[config.mk]
export PLATFORM = sky130hd
export DESIGN_NAME = cache_query_request_parser
export DESIGN_NICKNAME = d
export VERILOG_FILES = /design/src/rtl/cqrp_pkg.sv /design/src/rtl/cache_query_request_parser.sv /design/src/rtl/cqrp_frame_fsm.sv
export SDC_FILE = /design/constraint.sdc
export NUM_CORES = 1
export LEC_CHECK = 0
export ABC_AREA = 1
export ABC_CLOCK_PERIOD_IN_PS = 6690
export CORE_ASPECT_RATIO = 0.9
export CORE_MARGIN = 8
export CORE_UTILIZATION = 45
export DETAILED_ROUTE_END_ITERATION = 8
export DONT_BUFFER_PORTS = 1
export GPL_TIMING_DRIVEN = 0
export HOLD_SLACK_MARGIN = 0.02
export MAX_ROUTING_LAYER = met4
export PLACE_DENSITY_LB_ADDON = 0.05
export SETUP_SLACK_MARGIN = 0.2
export SYNTH_ARGS = -nofsm -noshare
export SYNTH_HDL_FRONTEND = slang
export SYNTH_SLANG_ARGS = --single-unit
[constraint.sdc]
create_clock -name clock -period 6.69 [get_ports clock]
set_input_delay 0 -clock clock [delete_from_list [all_inputs] [get_ports clock]]
set_output_delay 0 -clock clock [all_outputs]
set_load 0.05 [all_outputs]
[src/rtl/cqrp_pkg.sv]
package cqrp_pkg;

   typedef enum logic [3:0] {
      PH_MAGIC0  = 4'd0,
      PH_MAGIC1  = 4'd1,
      PH_VERSION = 4'd2,
      PH_OPCODE  = 4'd3,
      PH_DIGEST  = 4'd4,
      PH_KLEN    = 4'd5,
      PH_KEY     = 4'd6,
      PH_HLEN    = 4'd7,
      PH_HDR     = 4'd8
   } phase_type;

   typedef enum logic [2:0] {
      ST_PENDING    = 3'd0,
      ST_HIT        = 3'd1,
      ST_INCOMPLETE = 3'd2,
      ST_MALFORMED  = 3'd3,
      ST_IGNORED    = 3'd4
   } status_type;

   typedef enum logic [3:0] {
      ROLE_MAGIC    = 4'd0,
      ROLE_VERSION  = 4'd1,
      ROLE_OPCODE   = 4'd2,
      ROLE_DIGEST   = 4'd3,
      ROLE_KEY_LEN  = 4'd4,
      ROLE_KEY      = 4'd5,
      ROLE_HDR_LEN  = 4'd6,
      ROLE_HDR      = 4'd7,
      ROLE_IGNORED  = 4'd8
   } role_type;

   typedef enum logic [2:0] {
      CSR_MAGIC_FIRST  = 3'd0,
      CSR_MAGIC_SECOND = 3'd1,
      CSR_VERSION      = 3'd2,
      CSR_OPCODE       = 3'd3,
      CSR_KEY_CAP      = 3'd4,
      CSR_HDR_CAP      = 3'd5
   } csr_index_type;

   localparam logic [15:0] KEY_CAP_RESET = 16'd129;
   localparam logic [15:0] HDR_CAP_RESET = 16'd1024;

   typedef struct packed {
      logic [7:0]  magic_first;
      logic [7:0]  magic_second;
      logic [7:0]  proto_version;
      logic [7:0]  get_opcode;
      logic [15:0] key_capacity;
      logic [15:0] header_capacity;
   } cfg_type;

   typedef struct packed {
      status_type  status;
      role_type    role;
      logic [15:0] field_offset;
      logic [7:0]  echo_byte;
      logic [15:0] key_length;
      logic [15:0] header_length;
   } result_type;

   function automatic role_type role_of(input phase_type ph);
      role_type r;
      r = ROLE_IGNORED;
      unique case (ph) inside
         PH_MAGIC0, PH_MAGIC1: r = ROLE_MAGIC;
         PH_VERSION:           r = ROLE_VERSION;
         PH_OPCODE:            r = ROLE_OPCODE;
         PH_DIGEST:            r = ROLE_DIGEST;
         PH_KLEN:              r = ROLE_KEY_LEN;
         PH_KEY:               r = ROLE_KEY;
         PH_HLEN:              r = ROLE_HDR_LEN;
         PH_HDR:               r = ROLE_HDR;
         default:              r = ROLE_IGNORED;
      endcase
      return r;
   endfunction

endpackage

[src/rtl/cache_query_request_parser.sv]
// Data path: an accepted item goes to the input register, its result to the result
// register that drives rsp_* (the parse runs between the two registers).
// Throughput: one item per cycle; the result register can take a new item in the same
// cycle the waiting one is taken, so the input stalls only while rsp_tready is low.
// Reset (synchronous, active high) empties both registers, rearms the parse state and
// returns the configuration registers to their reset values.
module cache_query_request_parser #(
   parameter int DIGEST_BYTES = 32
) (
   input  logic        clock,
   input  logic        reset,
   input  logic        req_tvalid,
   output logic        req_tready,
   input  logic [7:0]  req_tdata,   // [7:0] data_byte
   input  logic        req_tlast,   // end_of_data
   output logic        rsp_tvalid,
   input  logic        rsp_tready,
   // [2:0] status, [18:3] field_offset, [26:19] echo_byte, [42:27] key_length,
   // [58:43] header_length, [63:59] zero
   output logic [63:0] rsp_tdata,
   output logic [3:0]  rsp_tuser,   // [3:0] byte_role
   input  logic        csr_wr_en,
   input  logic [2:0]  csr_index,
   input  logic [15:0] csr_wdata
);
   import cqrp_pkg::*;

   cfg_type    cfg_ff;
   logic       in_valid_ff;
   logic [7:0] in_byte_ff;
   logic       in_last_ff;
   logic       out_valid_ff;
   result_type out_ff;
   result_type result;
   logic       advance;

   assign advance    = in_valid_ff && (!out_valid_ff || rsp_tready);
   assign req_tready = !in_valid_ff || advance;

   always_ff @(posedge clock) begin
      if (reset) begin
         cfg_ff.magic_first     <= '0;
         cfg_ff.magic_second    <= '0;
         cfg_ff.proto_version   <= '0;
         cfg_ff.get_opcode      <= '0;
         cfg_ff.key_capacity    <= KEY_CAP_RESET;
         cfg_ff.header_capacity <= HDR_CAP_RESET;
      end else if (csr_wr_en) begin
         unique case (csr_index)
            CSR_MAGIC_FIRST:  cfg_ff.magic_first     <= csr_wdata[7:0];
            CSR_MAGIC_SECOND: cfg_ff.magic_second    <= csr_wdata[7:0];
            CSR_VERSION:      cfg_ff.proto_version   <= csr_wdata[7:0];
            CSR_OPCODE:       cfg_ff.get_opcode      <= csr_wdata[7:0];
            CSR_KEY_CAP:      cfg_ff.key_capacity    <= csr_wdata;
            CSR_HDR_CAP:      cfg_ff.header_capacity <= csr_wdata;
            default: ;
         endcase
      end
   end

   always_ff @(posedge clock) begin
      if (reset) begin
         in_valid_ff  <= 1'b0;
         out_valid_ff <= 1'b0;
      end else begin
         if (req_tvalid && req_tready) in_valid_ff <= 1'b1;
         else if (advance)             in_valid_ff <= 1'b0;
         if (advance)                  out_valid_ff <= 1'b1;
         else if (rsp_tready)          out_valid_ff <= 1'b0;
      end
   end

   always_ff @(posedge clock) begin
      if (req_tvalid && req_tready) begin
         in_byte_ff <= req_tdata;
         in_last_ff <= req_tlast;
      end
      if (advance) out_ff <= result;
   end

   cqrp_frame_fsm #(
      .DIGEST_BYTES(DIGEST_BYTES)
   ) u_fsm (
      .clock       (clock),
      .reset       (reset),
      .step        (advance),
      .data_byte   (in_byte_ff),
      .end_of_data (in_last_ff),
      .cfg         (cfg_ff),
      .result      (result)
   );

   assign rsp_tvalid = out_valid_ff;
   assign rsp_tuser  = out_ff.role;
   assign rsp_tdata  = {5'd0, out_ff.header_length, out_ff.key_length, out_ff.echo_byte,
                        out_ff.field_offset, out_ff.status};

endmodule

[src/rtl/cqrp_frame_fsm.sv]
module cqrp_frame_fsm #(
   parameter int DIGEST_BYTES = 32
) (
   input  logic                clock,
   input  logic                reset,
   input  logic                step,
   input  logic [7:0]          data_byte,
   input  logic                end_of_data,
   input  cqrp_pkg::cfg_type   cfg,
   output cqrp_pkg::result_type result
);
   import cqrp_pkg::*;

   phase_type   phase_ff, phase_in;
   logic [15:0] count_ff, count_in;
   logic [15:0] klen_ff, klen_in, klen_upd;
   logic [15:0] hlen_ff, hlen_in, hlen_upd;
   logic [7:0]  low_ff, low_in;
   logic        verdict_ff, verdict_in;

   phase_type   phase_upd;
   logic [15:0] count_upd;
   logic [7:0]  low_upd;
   logic [16:0] count_inc;
   logic [15:0] len_word;
   logic [7:0]  exp_byte;
   logic        verdict_now;
   status_type  status;

   assign count_inc = {1'b0, count_ff} + 17'd1;
   assign len_word  = {data_byte, low_ff};

   always_comb begin
      case (phase_ff)
         PH_MAGIC0:  exp_byte = cfg.magic_first;
         PH_MAGIC1:  exp_byte = cfg.magic_second;
         PH_VERSION: exp_byte = cfg.proto_version;
         default:    exp_byte = cfg.get_opcode;
      endcase
   end

   // next state
   always_comb begin
      phase_upd = phase_ff;
      count_upd = count_ff;
      klen_upd  = klen_ff;
      hlen_upd  = hlen_ff;
      low_upd   = low_ff;
      if (!verdict_ff) begin
         unique case (phase_ff)
            PH_MAGIC0:  if (data_byte == exp_byte) phase_upd = PH_MAGIC1;
            PH_MAGIC1:  if (data_byte == exp_byte) phase_upd = PH_VERSION;
            PH_VERSION: if (data_byte == exp_byte) phase_upd = PH_OPCODE;
            PH_OPCODE: begin
               if (data_byte == exp_byte) begin
                  phase_upd = PH_DIGEST;
                  count_upd = '0;
               end
            end
            PH_DIGEST: begin
               count_upd = count_inc[15:0];
               if (count_inc >= 17'(DIGEST_BYTES)) begin
                  phase_upd = PH_KLEN;
                  count_upd = '0;
               end
            end
            PH_KLEN: begin
               if (count_ff == '0) begin
                  low_upd   = data_byte;
                  count_upd = 16'd1;
               end else begin
                  klen_upd  = len_word;
                  count_upd = '0;
                  if (len_word < cfg.key_capacity)
                     phase_upd = (len_word == '0) ? PH_HLEN : PH_KEY;
               end
            end
            PH_KEY: begin
               count_upd = count_inc[15:0];
               if (count_inc >= {1'b0, klen_ff}) begin
                  phase_upd = PH_HLEN;
                  count_upd = '0;
               end
            end
            PH_HLEN: begin
               if (count_ff == '0) begin
                  low_upd   = data_byte;
                  count_upd = 16'd1;
               end else begin
                  hlen_upd  = len_word;
                  count_upd = '0;
                  if (len_word < cfg.header_capacity && len_word != '0)
                     phase_upd = PH_HDR;
               end
            end
            default: count_upd = count_inc[15:0];
         endcase
      end

      // end of data rearms the parser
      if (end_of_data) begin
         phase_in   = PH_MAGIC0;
         count_in   = '0;
         klen_in    = '0;
         hlen_in    = '0;
         low_in     = '0;
         verdict_in = 1'b0;
      end else begin
         phase_in   = phase_upd;
         count_in   = count_upd;
         klen_in    = klen_upd;
         hlen_in    = hlen_upd;
         low_in     = low_upd;
         verdict_in = verdict_ff | verdict_now;
      end
   end

   // outputs
   always_comb begin
      status      = ST_PENDING;
      verdict_now = 1'b0;
      if (verdict_ff) begin
         status = ST_IGNORED;
      end else begin
         unique case (phase_ff)
            PH_MAGIC0, PH_MAGIC1, PH_VERSION, PH_OPCODE: begin
               if (data_byte != exp_byte) status = ST_MALFORMED;
            end
            PH_KLEN: begin
               if (count_ff != '0 && len_word >= cfg.key_capacity) status = ST_MALFORMED;
            end
            PH_HLEN: begin
               if (count_ff != '0) begin
                  if (len_word >= cfg.header_capacity) status = ST_MALFORMED;
                  else if (len_word == '0)             status = ST_HIT;
               end
            end
            PH_HDR: begin
               if (count_inc >= {1'b0, hlen_ff}) status = ST_HIT;
            end
            default: status = ST_PENDING;
         endcase
         verdict_now = (status == ST_MALFORMED) || (status == ST_HIT);
         if (!verdict_now && end_of_data) status = ST_INCOMPLETE;
      end

      result.status        = status;
      result.role          = verdict_ff ? ROLE_IGNORED : role_of(phase_ff);
      result.field_offset  = verdict_ff ? 16'd0 : count_ff;
      result.echo_byte     = data_byte;
      result.key_length    = klen_upd;
      result.header_length = hlen_upd;
   end

   always_ff @(posedge clock) begin
      if (reset) begin
         phase_ff   <= PH_MAGIC0;
         count_ff   <= '0;
         klen_ff    <= '0;
         hlen_ff    <= '0;
         low_ff     <= '0;
         verdict_ff <= 1'b0;
      end else if (step) begin
         phase_ff   <= phase_in;
         count_ff   <= count_in;
         klen_ff    <= klen_in;
         hlen_ff    <= hlen_in;
         low_ff     <= low_in;
         verdict_ff <= verdict_in;
      end
   end

endmodule

Word-level counts from Yosys, hierarchy flattened

Index checks and enable logic that the tools add are counted.
Widths: inputs -> output; s select.

$add $sub $neg: 1
$lt $le $gt $ge: 7
Eq/ne operators: 29
Multiplexer cells: 50
Bitwise logic cells: 1
Reductions and logical operators: 36

Operator list:

| operator              | count |
|---|---|
| $mux 16               | 13 |
| $pmux 16 s5           | 1 |
| $pmux 4 s8            | 2 |
| $mux 4                | 12 |
| $ge 17x16->1          | 2 |
| $ge 16x16->1          | 2 |
| $logic_not 16->1      | 2 |
| $lt 16x16->1          | 2 |
| $mux 8                | 4 |
| $reduce_bool 16->1    | 2 |
| $ne 3x2->1 const B    | 8 |
| $pmux 8 s3            | 1 |
| $add 16x1->17 const B | 1 |
| $ge 17x6->1 const B   | 1 |
| $eq 4x3->1 const B    | 4 |
| $reduce_and 13->1     | 1 |
| $mux 3                | 4 |
| $pmux 3 s4            | 1 |
| $reduce_and 2->1      | 6 |
| $mux 1                | 10 |
| $eq 3x2->1 const B    | 3 |
| $reduce_bool 9->1     | 1 |
| $eq 4x2->1 const B    | 2 |
| $eq 8x8->1            | 1 |
| 20 further kinds      | 38 |

Register bits: 199
Input port bits: 33
Word-level logic and storage cells: 147

Longest topological paths before layout

Gate-level depths: netlist (run 1).

Depth in word-level cells: 11
Depth in mapped cells: 26
Gate-level depth less buffers: 26

Cells and area by module

From an unflattened synthesis (run 1), not the netlist that was laid out.

Cells, all modules: 1420
Area total of the unflattened synthesis: 10670.2 um^2

By module, submodules not included:

| module                     | instances | cells each | area an instance (um^2) |
|---|---|---|---|
| cqrp_frame_fsm             | 1         | 957        | 5821.8 |
| cache_query_request_parser | 1         | 463        | 4848.4 |

Worst setup path after synthesis (run 1)

OpenSTA, ideal clock, no wires.

Path type: reg2reg
From: register out_valid_ff (netlist: rsp_tvalid)
To: register u_fsm.count_ff[10]
Data arrival time: 3.227 ns
Required time: 6.562 ns
Path slack: 3.335 ns
Cell stages (with the launch flop): 12
Path through: dfxtp_1 -> nand2_1 -> nand2_1 -> inv_1 -> o21ai_0 -> a21oi_1 -> nand2_2 -> inv_4 -> buf_6 -> nor2_1 -> nor2_1 -> nor2_1

Word-level cells in the longest chain between the ends: 4

RTL lines:

| item                       | RTL line                         | text |
|---|---|---|
| start, declared            | cache_query_request_parser.sv:32 | `logic out_valid_ff;` |
| start signal, assigned     | cache_query_request_parser.sv:64 | `out_valid_ff <= 1'b0;` |
| start signal, assigned     | cache_query_request_parser.sv:68 | `if (advance) out_valid_ff <= 1'b1;` |
| start signal, assigned     | cache_query_request_parser.sv:69 | `else if (rsp_tready) out_valid_ff <= 1'b0;` |
| $logic_not 1->1            | cache_query_request_parser.sv:37 | `assign advance = in_valid_ff && (!out_valid_ff \|\| rsp_tready);` |
| $logic_or 1x1->1           | cache_query_request_parser.sv:37 |  |
| $logic_and 1x1->1          | cache_query_request_parser.sv:37 |  |
| via advance                | cache_query_request_parser.sv:35 | `logic advance;` |
| $reduce_and 4->1 (no line) | n/a                              |  |
| end signal, assigned       | cqrp_frame_fsm.sv:165            | `count_ff <= count_in;` |
| end, declared              | cqrp_frame_fsm.sv:15             | `logic [15:0] count_ff, count_in;` |

The timed path passes the listed nets, and every way through them passes these cells.
A chain may end at the register's enable or synchronous reset.

Worst setup path in the final report (run 1)

From: register u_fsm.count_ff[0]
To: register u_fsm.phase_ff[0]

Word-level cells in the longest chain between the ends: 4
Elaborated cells between the ends (all ways): 9

RTL lines:

| item                                               | RTL line                                   | text |
|---|---|---|
| $add 16x1->17                                      | cqrp_frame_fsm.sv:30                       | `assign count_inc = {1'b0, count_ff} + 17'd1;` |
| $ge 17x6->1 / $ge 17x16->1 (equally long branches) | cqrp_frame_fsm.sv:62, cqrp_frame_fsm.sv:80 |  |
| $ne 3x2->1 (no line)                               | n/a                                        |  |
| $reduce_and 13->1 (no line) (*)                    | n/a                                        |  |
| end signal, assigned                               | cqrp_frame_fsm.sv:164                      | `phase_ff <= phase_in;` |
| end, declared                                      | cqrp_frame_fsm.sv:14                       | `phase_type phase_ff, phase_in;` |

Every way passes the cells marked *; elsewhere a longest branch is shown, timed or not.

==> results of run 1 <==
## area by class of cell
| class | count | area share, % |
|---|---|---|
| Clock buffer | 17 | 3.55 |
| Clock inverter | 15 | 1.89 |
| Tap cell | 302 | 3.15 |
| Buffer | 55 | 2.11 |
| Inverter | 192 | 6.03 |
| Sequential cell | 199 | 39.2 |
| Timing Repair Buffer | 44 | 3.76 |
| Multi-Input combinational cell | 954 | 40.3 |
## sequential cells by signal (all words and copies together) (netlist names), 4 cells and up
name	count
u_fsm.low_ff	8
u_fsm.phase_ff	4
rsp_tuser	4
u_fsm.klen_ff	16
u_fsm.hlen_ff	16
in_byte_ff	8
u_fsm.count_ff	16
rsp_tdata	59
cfg_ff	64
## cells in the final DEF, fill, tap and decap left out, types with 9 or more instances in the layout
| master | Yosys | final |
|---|---|---|
| clkbuf_16 | 0 | 17 |
| dlygate4sd3_1 | 0 | 43 |
| inv_1 | 180 | 179 |
| clkbuf_1 | 38 | 38 |
| nand2_1 | 283 | 283 |
| a21oi_1 | 116 | 116 |
| ha_1 | 66 | 66 |
| edfxtp_1 | 72 | 72 |
| inv_2 | 11 | 12 |
| nor3_1 | 9 | 9 |
| nand3_1 | 76 | 76 |
| nand4_1 | 49 | 49 |
| o21ai_1 | 34 | 34 |
| dfxtp_1 | 127 | 127 |
| o21ai_0 | 91 | 91 |
| nor2_1 | 185 | 185 |
## repair_timing
action | CTS | global route
hold endpoints to repair | 88 | 0
endpoints found under the setup margin | 0 | 0
hold buffers | 43 | 0
buffers inserted | 0 | 0
## power by group
group	internal, mW	switching, mW	total [mW]
clock network	0.564	0.575	1.14
logic	0.0980	0.211	0.309
registers	1.29	0.0826	1.38
## logic make-up after synthesis
kind of cell | after synthesis | synth area share, %
other | 1 | 0.0357
AOI/OAI and AO/OA | 253 | 12.4
and+or+nand+nor | 625 | 25.2
adders and majority gates | 66 | 7.87
xor gates and xnor gates | 5 | 0.417
DFF | 199 | 44.8
buffers and inverters | 247 | 9.30
## worst paths after layout
path                           from                 to  slack (ns)
setup / recovery  u_fsm.count_ff[0]  u_fsm.phase_ff[0]        2.80
hold / removal         csr_index[2]         cfg_ff[33]        0.02
setup reg to reg  u_fsm.count_ff[0]  u_fsm.phase_ff[0]        2.80
hold reg to reg          cfg_ff[33]         cfg_ff[33]        0.45
## cell usage after synthesis
| master | count | area [µm²] |
|---|---|---|
| or2_2 | 1 | 6.26 |
| nand2_2 | 5 | 31.3 |
| clkbuf_1 | 38 | 143 |
| a31oi_1 | 4 | 25.0 |
| nor2_4 | 1 | 11.3 |
| nand4_1 | 49 | 307 |
| nand3b_1 | 4 | 30.0 |
| nor2_2 | 5 | 31.3 |
| conb_1 | 1 | 3.75 |
| buf_2 | 7 | 35.0 |
| edfxtp_1 | 72 | 2160 |
| o21ai_0 | 91 | 455 |
| inv_2 | 11 | 41.3 |
| inv_4 | 1 | 6.26 |
| nand2_1 | 283 | 1060 |
| ha_1 | 66 | 826 |
| buf_6 | 2 | 22.5 |
| o31ai_1 | 4 | 30.0 |
| o21ai_1 | 34 | 170 |
| buf_4 | 6 | 45.0 |
| a21oi_1 | 116 | 581 |
| buf_1 | 2 | 7.51 |
| o211ai_1 | 3 | 22.5 |
| xor2_1 | 5 | 43.8 |
| and2_1 | 1 | 6.26 |
| nor2_1 | 185 | 694 |
| nor3b_1 | 1 | 7.51 |
| inv_1 | 180 | 676 |
| o41ai_2 | 1 | 16.3 |
| nand3_1 | 76 | 380 |
| nor2b_1 | 1 | 6.26 |
| nor4_1 | 4 | 25.0 |
| dfxtp_1 | 127 | 2540 |
| nor3_1 | 9 | 45.0 |
## per-layer routing
metal | wire, µm | up-vias | global-route usage [%]
met1 | 16200 | 4313 | 32.9
met4 | 677 | 0 | 6.64
met2 | 13100 | 290 | 32.3
met3 | 1820 | 36 | 3.66
li1 | - | 4723 | -
met5 | 0 | - | -
## worst min-delay path, stage by stage
cell	delay, ns
nor2_1	0.04
nand3_1	0.18
o21ai_0	0.10
a21oi_1	0.10
==> results.sh, run 1 <==
export IMPL_start_util_pct=45.4
export IMPL_path_max_fanout=10
export IMPL_port_buffers=0
export IMPL_holdWs_ns=0.0244
export IMPL_vias=9362
export IMPL_fin_setup_tns_ns=0
export IMPL_post_dp_cell_area_um2=10900
export IMPL_areaGrowthSynthToFinish_pct=14.2
export IMPL_htree_levels=4
export IMPL_cts_resized=0
export IMPL_vias_per_cell=5.27
export IMPL_critical_path_top_delay_family="simple AND/OR/NAND/NOR gates"
export IMPL_critPathCaptureType="register"
export IMPL_cts_path_max_buffers=2
export IMPL_cts_tree="built"
export IMPL_drc_errors=0
export IMPL_required_ns=7.03
export IMPL_n_fill_cell=2273
export IMPL_cts_made_buffers=17
export IMPL_rsz0062_at_grt="false"
export IMPL_crit_cells=26
export IMPL_synth_avg_cell_area_um2=7.52
export IMPL_ys_seq_elements=199
export IMPL_final_setup_viol_count=0
export IMPL_postSynthCellCount=1396
export IMPL_ff2ff_path_depth=26
export IMPL_stdcell_count=1778
export IMPL_cts_root_buf="clkbuf_16"
export IMPL_placed_cells=1703
export IMPL_dp_slack_ns=2.83
export IMPL_power_total_mw=2.83
export IMPL_core_um2=23100
export IMPL_path_buf_inv=4
export IMPL_gp_congestion=0.942
export IMPL_crit_path_top_delay_cell="dfxtp_1"
export IMPL_synth_cell_types=34
export IMPL_drive_above_1_share_pct=5.01
export IMPL_cp_common_cell="nand2_1"
export IMPL_crit_type="reg2reg"
export IMPL_max_cap_violations=0
export IMPL_dieArea_um2=28500
export IMPL_worst_slack_ns=2.80
export IMPL_grt_pass1_vias=8737
export IMPL_grt_pass1_wl_um=49300
export IMPL_fin_nets=1562
export IMPL_tightest_slew_ns=0.759
export IMPL_diodes=0
export IMPL_relSlewSlack_pct=49.4
export IMPL_max_freq_ghz=0.257
export IMPL_multi_input_area_um2=4830
export IMPL_firstDrtPassIters=5
export IMPL_cts_reportedPaths_clkPinSlew_ns=0.08
export IMPL_regArea_um2=4700
export IMPL_p_leak_nw=4.99
export IMPL_row_count=53
export IMPL_ys_seq_area_share_pct=44.8
export IMPL_outcome="complete, no violations"
export IMPL_p_per_area_nw_per_um2=236
export IMPL_fin_skew_ns=0.0127
export IMPL_first_iter_violations=819
export IMPL_syn_area_um2=10500
export IMPL_hp_class="in2reg"
export IMPL_grt_usage_pct=22.9
export IMPL_period_needed_ns=3.89
export IMPL_floorplan_die_width_um=177
export IMPL_antenna_found_initial=0
export IMPL_ir_drop_mv=0.179
export IMPL_fin_crit_sh_pct=58.2
export IMPL_max_stage_delay_ns=0.60
export IMPL_drtAntennaViolNets=0
export IMPL_final_hold_violation_count=0
export IMPL_slew_viol_final=0
export IMPL_grt_max_degree=43
export IMPL_final_area_um2=12000
export IMPL_die_y_um=161
export IMPL_postRouteWirelength_um=31700
export IMPL_hold_depth=4
export IMPL_fin_util_pct=51.8
export IMPL_drt_wirelength_per_cell_um=17.8
export IMPL_pin_count=103
export IMPL_dp_hpwl_um=24200
export IMPL_critPathLaunchType="register"
export IMPL_clock_latency_ns=0.44
export IMPL_arrival_ns=4.23
export IMPL_cts_num_sinks=199
export IMPL_overflow=0
export IMPL_ys_warn_count=0
No activity file was read; power rests on OpenSTA's default activity.
==> run 2: changes to the inputs <==
- ABC_CLOCK_PERIOD_IN_PS: 6690 -> 3500
- clock period: 6.69 -> 3.5 ns (I/O delays scaled with it)
==> results.sh, run 2 (synthesized netlist as in run 1, its figures left out) <==
export IMPL_outcome="complete, no violations"
export IMPL_largest_register_ff_count=64
export IMPL_switchingPower_mw=1.61
export IMPL_path_buf_inv=1
export IMPL_drive_above_1_share_pct=7.47
export IMPL_multi_input_area_um2=4960
export IMPL_combPwrFrac_pct=11.7
export IMPL_start_util_pct=45.4
export IMPL_crit_type="reg2reg"
export IMPL_cts_made_buffers=17
export IMPL_slew_viol_final=0
export IMPL_placed_cells=1702
export IMPL_arrival_ns=3.27
export IMPL_grt_pass1_wl_um=50400
export IMPL_grt_usage_pct=23.5
export IMPL_power_share_switching_pct=30.2
export IMPL_diodes=0
export IMPL_drtAntennaViolNets=0
export IMPL_htree_levels=4
export IMPL_row_count=53
export IMPL_crit_chain="buf_2, nand2_1, nor2_2, nand3_1, nor2_1, nand2_1, nand2_1, nand2_1, ha_1, nand4_1, nor4_1, nand2_1, nand3_1, nand2_1, nand2_1, nor2_4, nand2_1, a21oi_2"
export IMPL_cts_path_max_buffers=2
export IMPL_drc_errors=0
export IMPL_p_leak_nw=5.02
export IMPL_cts_tree="built"
export IMPL_stdcell_count=1788
export IMPL_vias=9487
export IMPL_dp_hpwl_um=24100
export IMPL_final_setup_viol_count=0
export IMPL_critPathLaunchType="register"
export IMPL_cts_num_sinks=199
export IMPL_required_ns=3.67
export IMPL_fin_util_pct=52.5
export IMPL_floorplan_die_width_um=177
export IMPL_die_y_um=161
export IMPL_dieArea_um2=28500
export IMPL_intPower_mw=3.71
export IMPL_first_iter_violations=834
export IMPL_max_stage_delay_ns=0.39
export IMPL_regMostFlops="cfg_ff"
export IMPL_pin_count=103
export IMPL_p_clk_share_pct=38.8
export IMPL_cts_root_buf="clkbuf_16"
export IMPL_seqPwrFrac_pct=49.5
export IMPL_postRouteWirelength_um=32700
export IMPL_grt_pass1_vias=8678
export IMPL_drt_wirelength_per_cell_um=18.3
export IMPL_cp_common_cell="nand2_1"
export IMPL_tightest_slew_ns=1.05
export IMPL_antenna_found_initial=0
export IMPL_gp_congestion=0.949
export IMPL_path_max_fanout=7
export IMPL_overflow=0
export IMPL_cts_reportedPaths_clkPinSlew_ns=0.08
export IMPL_core_um2=23100
export IMPL_fin_skew_ns=0.0142
export IMPL_vias_per_cell=5.31
export IMPL_fin_crit_sh_pct=88.5
export IMPL_max_cap_violations=0
export IMPL_relSlewSlack_pct=29.8
export IMPL_critical_path_top_delay_family="simple AND/OR/NAND/NOR gates"
export IMPL_fin_nets=1572
export IMPL_n_fill_cell=2279
export IMPL_critPathCaptureType="register"
export IMPL_period_needed_ns=3.10
export IMPL_final_hold_violation_count=0
export IMPL_max_freq_ghz=0.323
export IMPL_clock_latency_ns=0.45
export IMPL_firstDrtPassIters=5
export IMPL_p_per_area_nw_per_um2=438
export IMPL_regArea_um2=4710
export IMPL_areaGrowthSynthToFinish_pct=15.7
export IMPL_grt_max_degree=34
export IMPL_final_common_cell="nand2_1"
export IMPL_port_buffers=0
export IMPL_dp_slack_ns=-0.538
export IMPL_worst_slack_ns=0.402
export IMPL_hp_class="in2reg"
export IMPL_ir_drop_mv=0.250
export IMPL_crit_path_top_delay_cell="ha_1"
export IMPL_layout_common_cells="279 x nand2_1, 177 x inv_1, 177 x nor2_1, 121 x dfxtp_1, 115 x a21oi_1"
export IMPL_rsz0062_at_grt="true"
export IMPL_holdWs_ns=0.0422
==> run 2: cell count changes in the layout (fill, tap and decap cells not counted), sizes merged <==
| cell | delta |
|---|---|
| dlygate4sd3 | -1 |
| inv | -5 |
| clkinv | +2 |
| clkbuf | +1 |
| buf | +9 |
| clkinvlp | +4 |
==> run 2: power by group through the flow <==
stage | combinational [mW] | sequential, mW | clock, mW
finish | 0.621 | 2.63 | 2.06
global route | 0.691 | 2.64 | 2.18
CTS | 0.595 | 2.63 | 2.09
detailed placement | 0.533 | 2.69 | 0
global placement | 0.530 | 2.69 | 0
floorplan | 0.386 | 2.66 | 0
==> run 2: final timing paths <==
kind / from / to / slack (ns) / depth (start not counted)
setup / recovery: u_fsm.count_ff[2] / rsp_tdata[1] / 0.40 / 18
hold / removal: reset / u_fsm.count_ff[1] / 0.04 / 2
setup reg to reg: u_fsm.count_ff[2] / rsp_tdata[1] / 0.40 / 18
hold reg to reg: cfg_ff[59] / cfg_ff[59] / 0.45 / 2
==> run 2: final cells by class <==
cell class / instances / share of cell area, %
Clock inverter: 14 / 1.48
Clock buffer: 18 / 3.53
Timing Repair inverter: 2 / 0.103
Timing Repair Buffer: 52 / 4.08
Inverter: 192 / 5.98
Tap cell: 302 / 3.11
Multi-Input combinational cell: 954 / 40.8
Buffer: 55 / 2.08
Sequential cell: 199 / 38.8
==> run 2: per-stage QoR <==
step | total power [mW] | area [µm²] | TNS (ns)
6_report | 5.32 | 12200 | 0
3_5_place_dp | 3.22 | 10900 | -11.79
2_1_floorplan | 3.05 | 10500 | 0
3_3_place_gp | 3.22 | 10900 | -10.32
4_1_cts | 5.32 | 12000 | 0
5_1_grt | 5.51 | 12200 | 0
==> run 2: routing by layer <==
| layer | up-vias | global-route usage [%] | part of all wire [%] |
|---|---|---|---|
| met3 | 24 | 4.44 | 7.6 |
| li1 | 4741 | - | - |
| met2 | 325 | 33.5 | 42 |
| met4 | 0 | 5.35 | 1.3 |
| met5 | - | - | 0 |
| met1 | 4397 | 33.7 | 49 |
==> run 2: timing repair <==
item                                    4_1_cts  5_1_grt
pin swaps                                     0        5
hold buffers                                 42        0
hold endpoints to repair                     85        0
setup buffers                                 1        9
endpoints found under the setup margin       94       30
resized for setup                            14       26
gates cloned                                  2        0
==> run 3: changes to the inputs <==
- CTS_BUF_LIST: not set -> sky130_fd_sc_hd__clkbuf_4
==> results.sh, run 3 (synthesized netlist as in run 1, its figures left out) <==
export IMPL_outcome="complete, no violations"
export IMPL_arrival_ns=3.64
export IMPL_crit_type="reg2reg"
export IMPL_cts_num_sinks=199
export IMPL_required_ns=4.05
export IMPL_cts_made_buffers=17
export IMPL_hp_class="in2reg"
export IMPL_cts_root_buf="clkbuf_4"
export IMPL_pin_count=103
export IMPL_layout_common_cells="278 x nand2_1, 177 x nor2_1, 176 x inv_1, 120 x dfxtp_1, 115 x a21oi_1"
export IMPL_cp_common_cell="nand2_1"
export IMPL_path_max_fanout=9
export IMPL_start_util_pct=45.4
export IMPL_met2_usage_pct=33.8
export IMPL_fin_skew_ns=0.0300
export IMPL_max_freq_ghz=0.323
export IMPL_fin_crit_sh_pct=88.5
export IMPL_grt_pass1_vias=8783
export IMPL_multi_input_area_um2=4950
export IMPL_final_setup_viol_count=0
export IMPL_rsz0062_at_grt="true"
export IMPL_crit_path_top_delay_cell="dfxtp_4"
export IMPL_regArea_um2=4720
export IMPL_areaGrowthSynthToFinish_pct=14.4
export IMPL_ir_drop_mv=0.227
export IMPL_drtAntennaViolNets=0
export IMPL_p_leak_nw=4.96
export IMPL_grt_pass1_wl_um=50500
export IMPL_relSlewSlack_pct=40.0
export IMPL_postRouteWirelength_um=32900
export IMPL_tightest_slew_ns=0.895
export IMPL_crit_chain="ha_4, nand2_1, nor2_4, nand3_2, nor2_2, buf_4, nand2_1, nand2_1, inv_1, ha_1, nand2_1, inv_1, nand3_1, nor2_1, nand3_1, nand2_1, nor2_4, nand4_1, nand2_1, nand3_1, nor2_1, nor2_1, nor2_1"
export IMPL_cts_reportedPaths_clkPinSlew_ns=0.18
export IMPL_top_usage_layer="met2"
export IMPL_die_y_um=161
export IMPL_slew_viol_final=0
export IMPL_port_buffers=0
export IMPL_holdWs_ns=0.0656
export IMPL_vias=9565
export IMPL_critPathCaptureType="register"
export IMPL_antenna_found_initial=1
export IMPL_grtUsageMet1_pct=33.7
export IMPL_clock_latency_ns=0.62
export IMPL_grt_usage_pct=23.5
export IMPL_final_common_cell="nand2_1"
export IMPL_final_hold_violation_count=0
export IMPL_power_total_mw=4.62
export IMPL_firstDrtPassIters=5
export IMPL_max_cap_violations=0
export IMPL_max_stage_delay_ns=0.42
export IMPL_period_needed_ns=3.10
export IMPL_cts_tree="built"
export IMPL_largest_register_ff_count=64
export IMPL_first_iter_violations=856
export IMPL_cts_path_max_buffers=2
export IMPL_globalRouteMet3Util_pct=3.75
export IMPL_regMostFlops="cfg_ff"
export IMPL_n_fill_cell=2300
export IMPL_grt_max_degree=34
export IMPL_dp_hpwl_um=24100
export IMPL_critPathLaunchType="register"
export IMPL_p_per_area_nw_per_um2=385
export IMPL_htree_levels=4
export IMPL_fin_nets=1587
export IMPL_vias_per_cell=5.30
export IMPL_drc_errors=0
export IMPL_dieArea_um2=28500
export IMPL_row_count=53
export IMPL_overflow=0
export IMPL_gp_congestion=0.949
export IMPL_drt_wirelength_per_cell_um=18.2
export IMPL_floorplan_die_width_um=177
export IMPL_drive_above_1_share_pct=7.59
export IMPL_core_um2=23100
-- run 3: routing by layer --
metal / up-vias / wire (µm)
met4: 0 / 425
li1: 4767 / -
met2: 320 / 14100
met3: 30 / 2390
met1: 4448 / 16000
met5: - / 0
-- run 3: final cells by class --
type                    instances  area share (%)
clock inverters                14            1.50
flip-flops and latches        199            39.3
plain buffers                  55            2.10
diodes                          1          0.0208
repair inverters                2           0.104
inverters                     192            6.05
multi-input cells             954            41.2
clock buffers                  18            1.13
well taps                     302            3.15
repair buffers                 67            5.43
-- run 3: timing repair --
action	4_1_cts	5_1_grt
gates cloned	2	0
hold buffers	58	0
pin swaps	0	7
endpoints found under the hold margin	105	0
resized for setup	16	26
buffers inserted	1	8
setup endpoints to repair	94	30
-- run 3: worst paths after layout --
path / from / end / slack, ns / depth (start not counted)
setup reg to reg: u_fsm.count_ff[0] / u_fsm.count_ff[10] / 0.40 / 23
hold reg to reg: cfg_ff[61] / cfg_ff[61] / 0.46 / 2
hold / removal: req_tlast / in_last_ff / 0.07 / 1
setup / recovery: u_fsm.count_ff[0] / u_fsm.count_ff[10] / 0.40 / 23
-- run 3: power breakdown --
group | switching (mW) | internal (mW) | total (mW)
Clock | 0.940 | 0.411 | 1.35
Sequential | 0.157 | 2.48 | 2.64
Combinational | 0.424 | 0.210 | 0.634
Total | 1.52 | 3.10 | 4.62
-- run 3: critical path, delay by kind of cell, from the launching register on --
family,cells,cell delay (ns)
AND/OR/NAND/NOR,18,1.87
buffers and inverters,3,0.28
flip-flops,1,0.42
adder cells (fa/ha/maj),2,0.46
-- run 3: through the flow --
step / setup WS (ns) / area, µm² / TNS [ns] / utilization (%) / std cells
finish: 0.402 / 12000 / 0 / 51.9 / 1804
global route: 0.178 / 12000 / 0 / 51.9 / 1804
CTS: 0.203 / 11900 / 0 / 51.2 / 1795
detailed placement: -0.538 / 10900 / -11.79 / 47.1 / 1702
global placement: -0.499 / 10900 / -10.32 / 47.1 / 1702
floorplan: 0.489 / 10500 / 0 / - / 1400
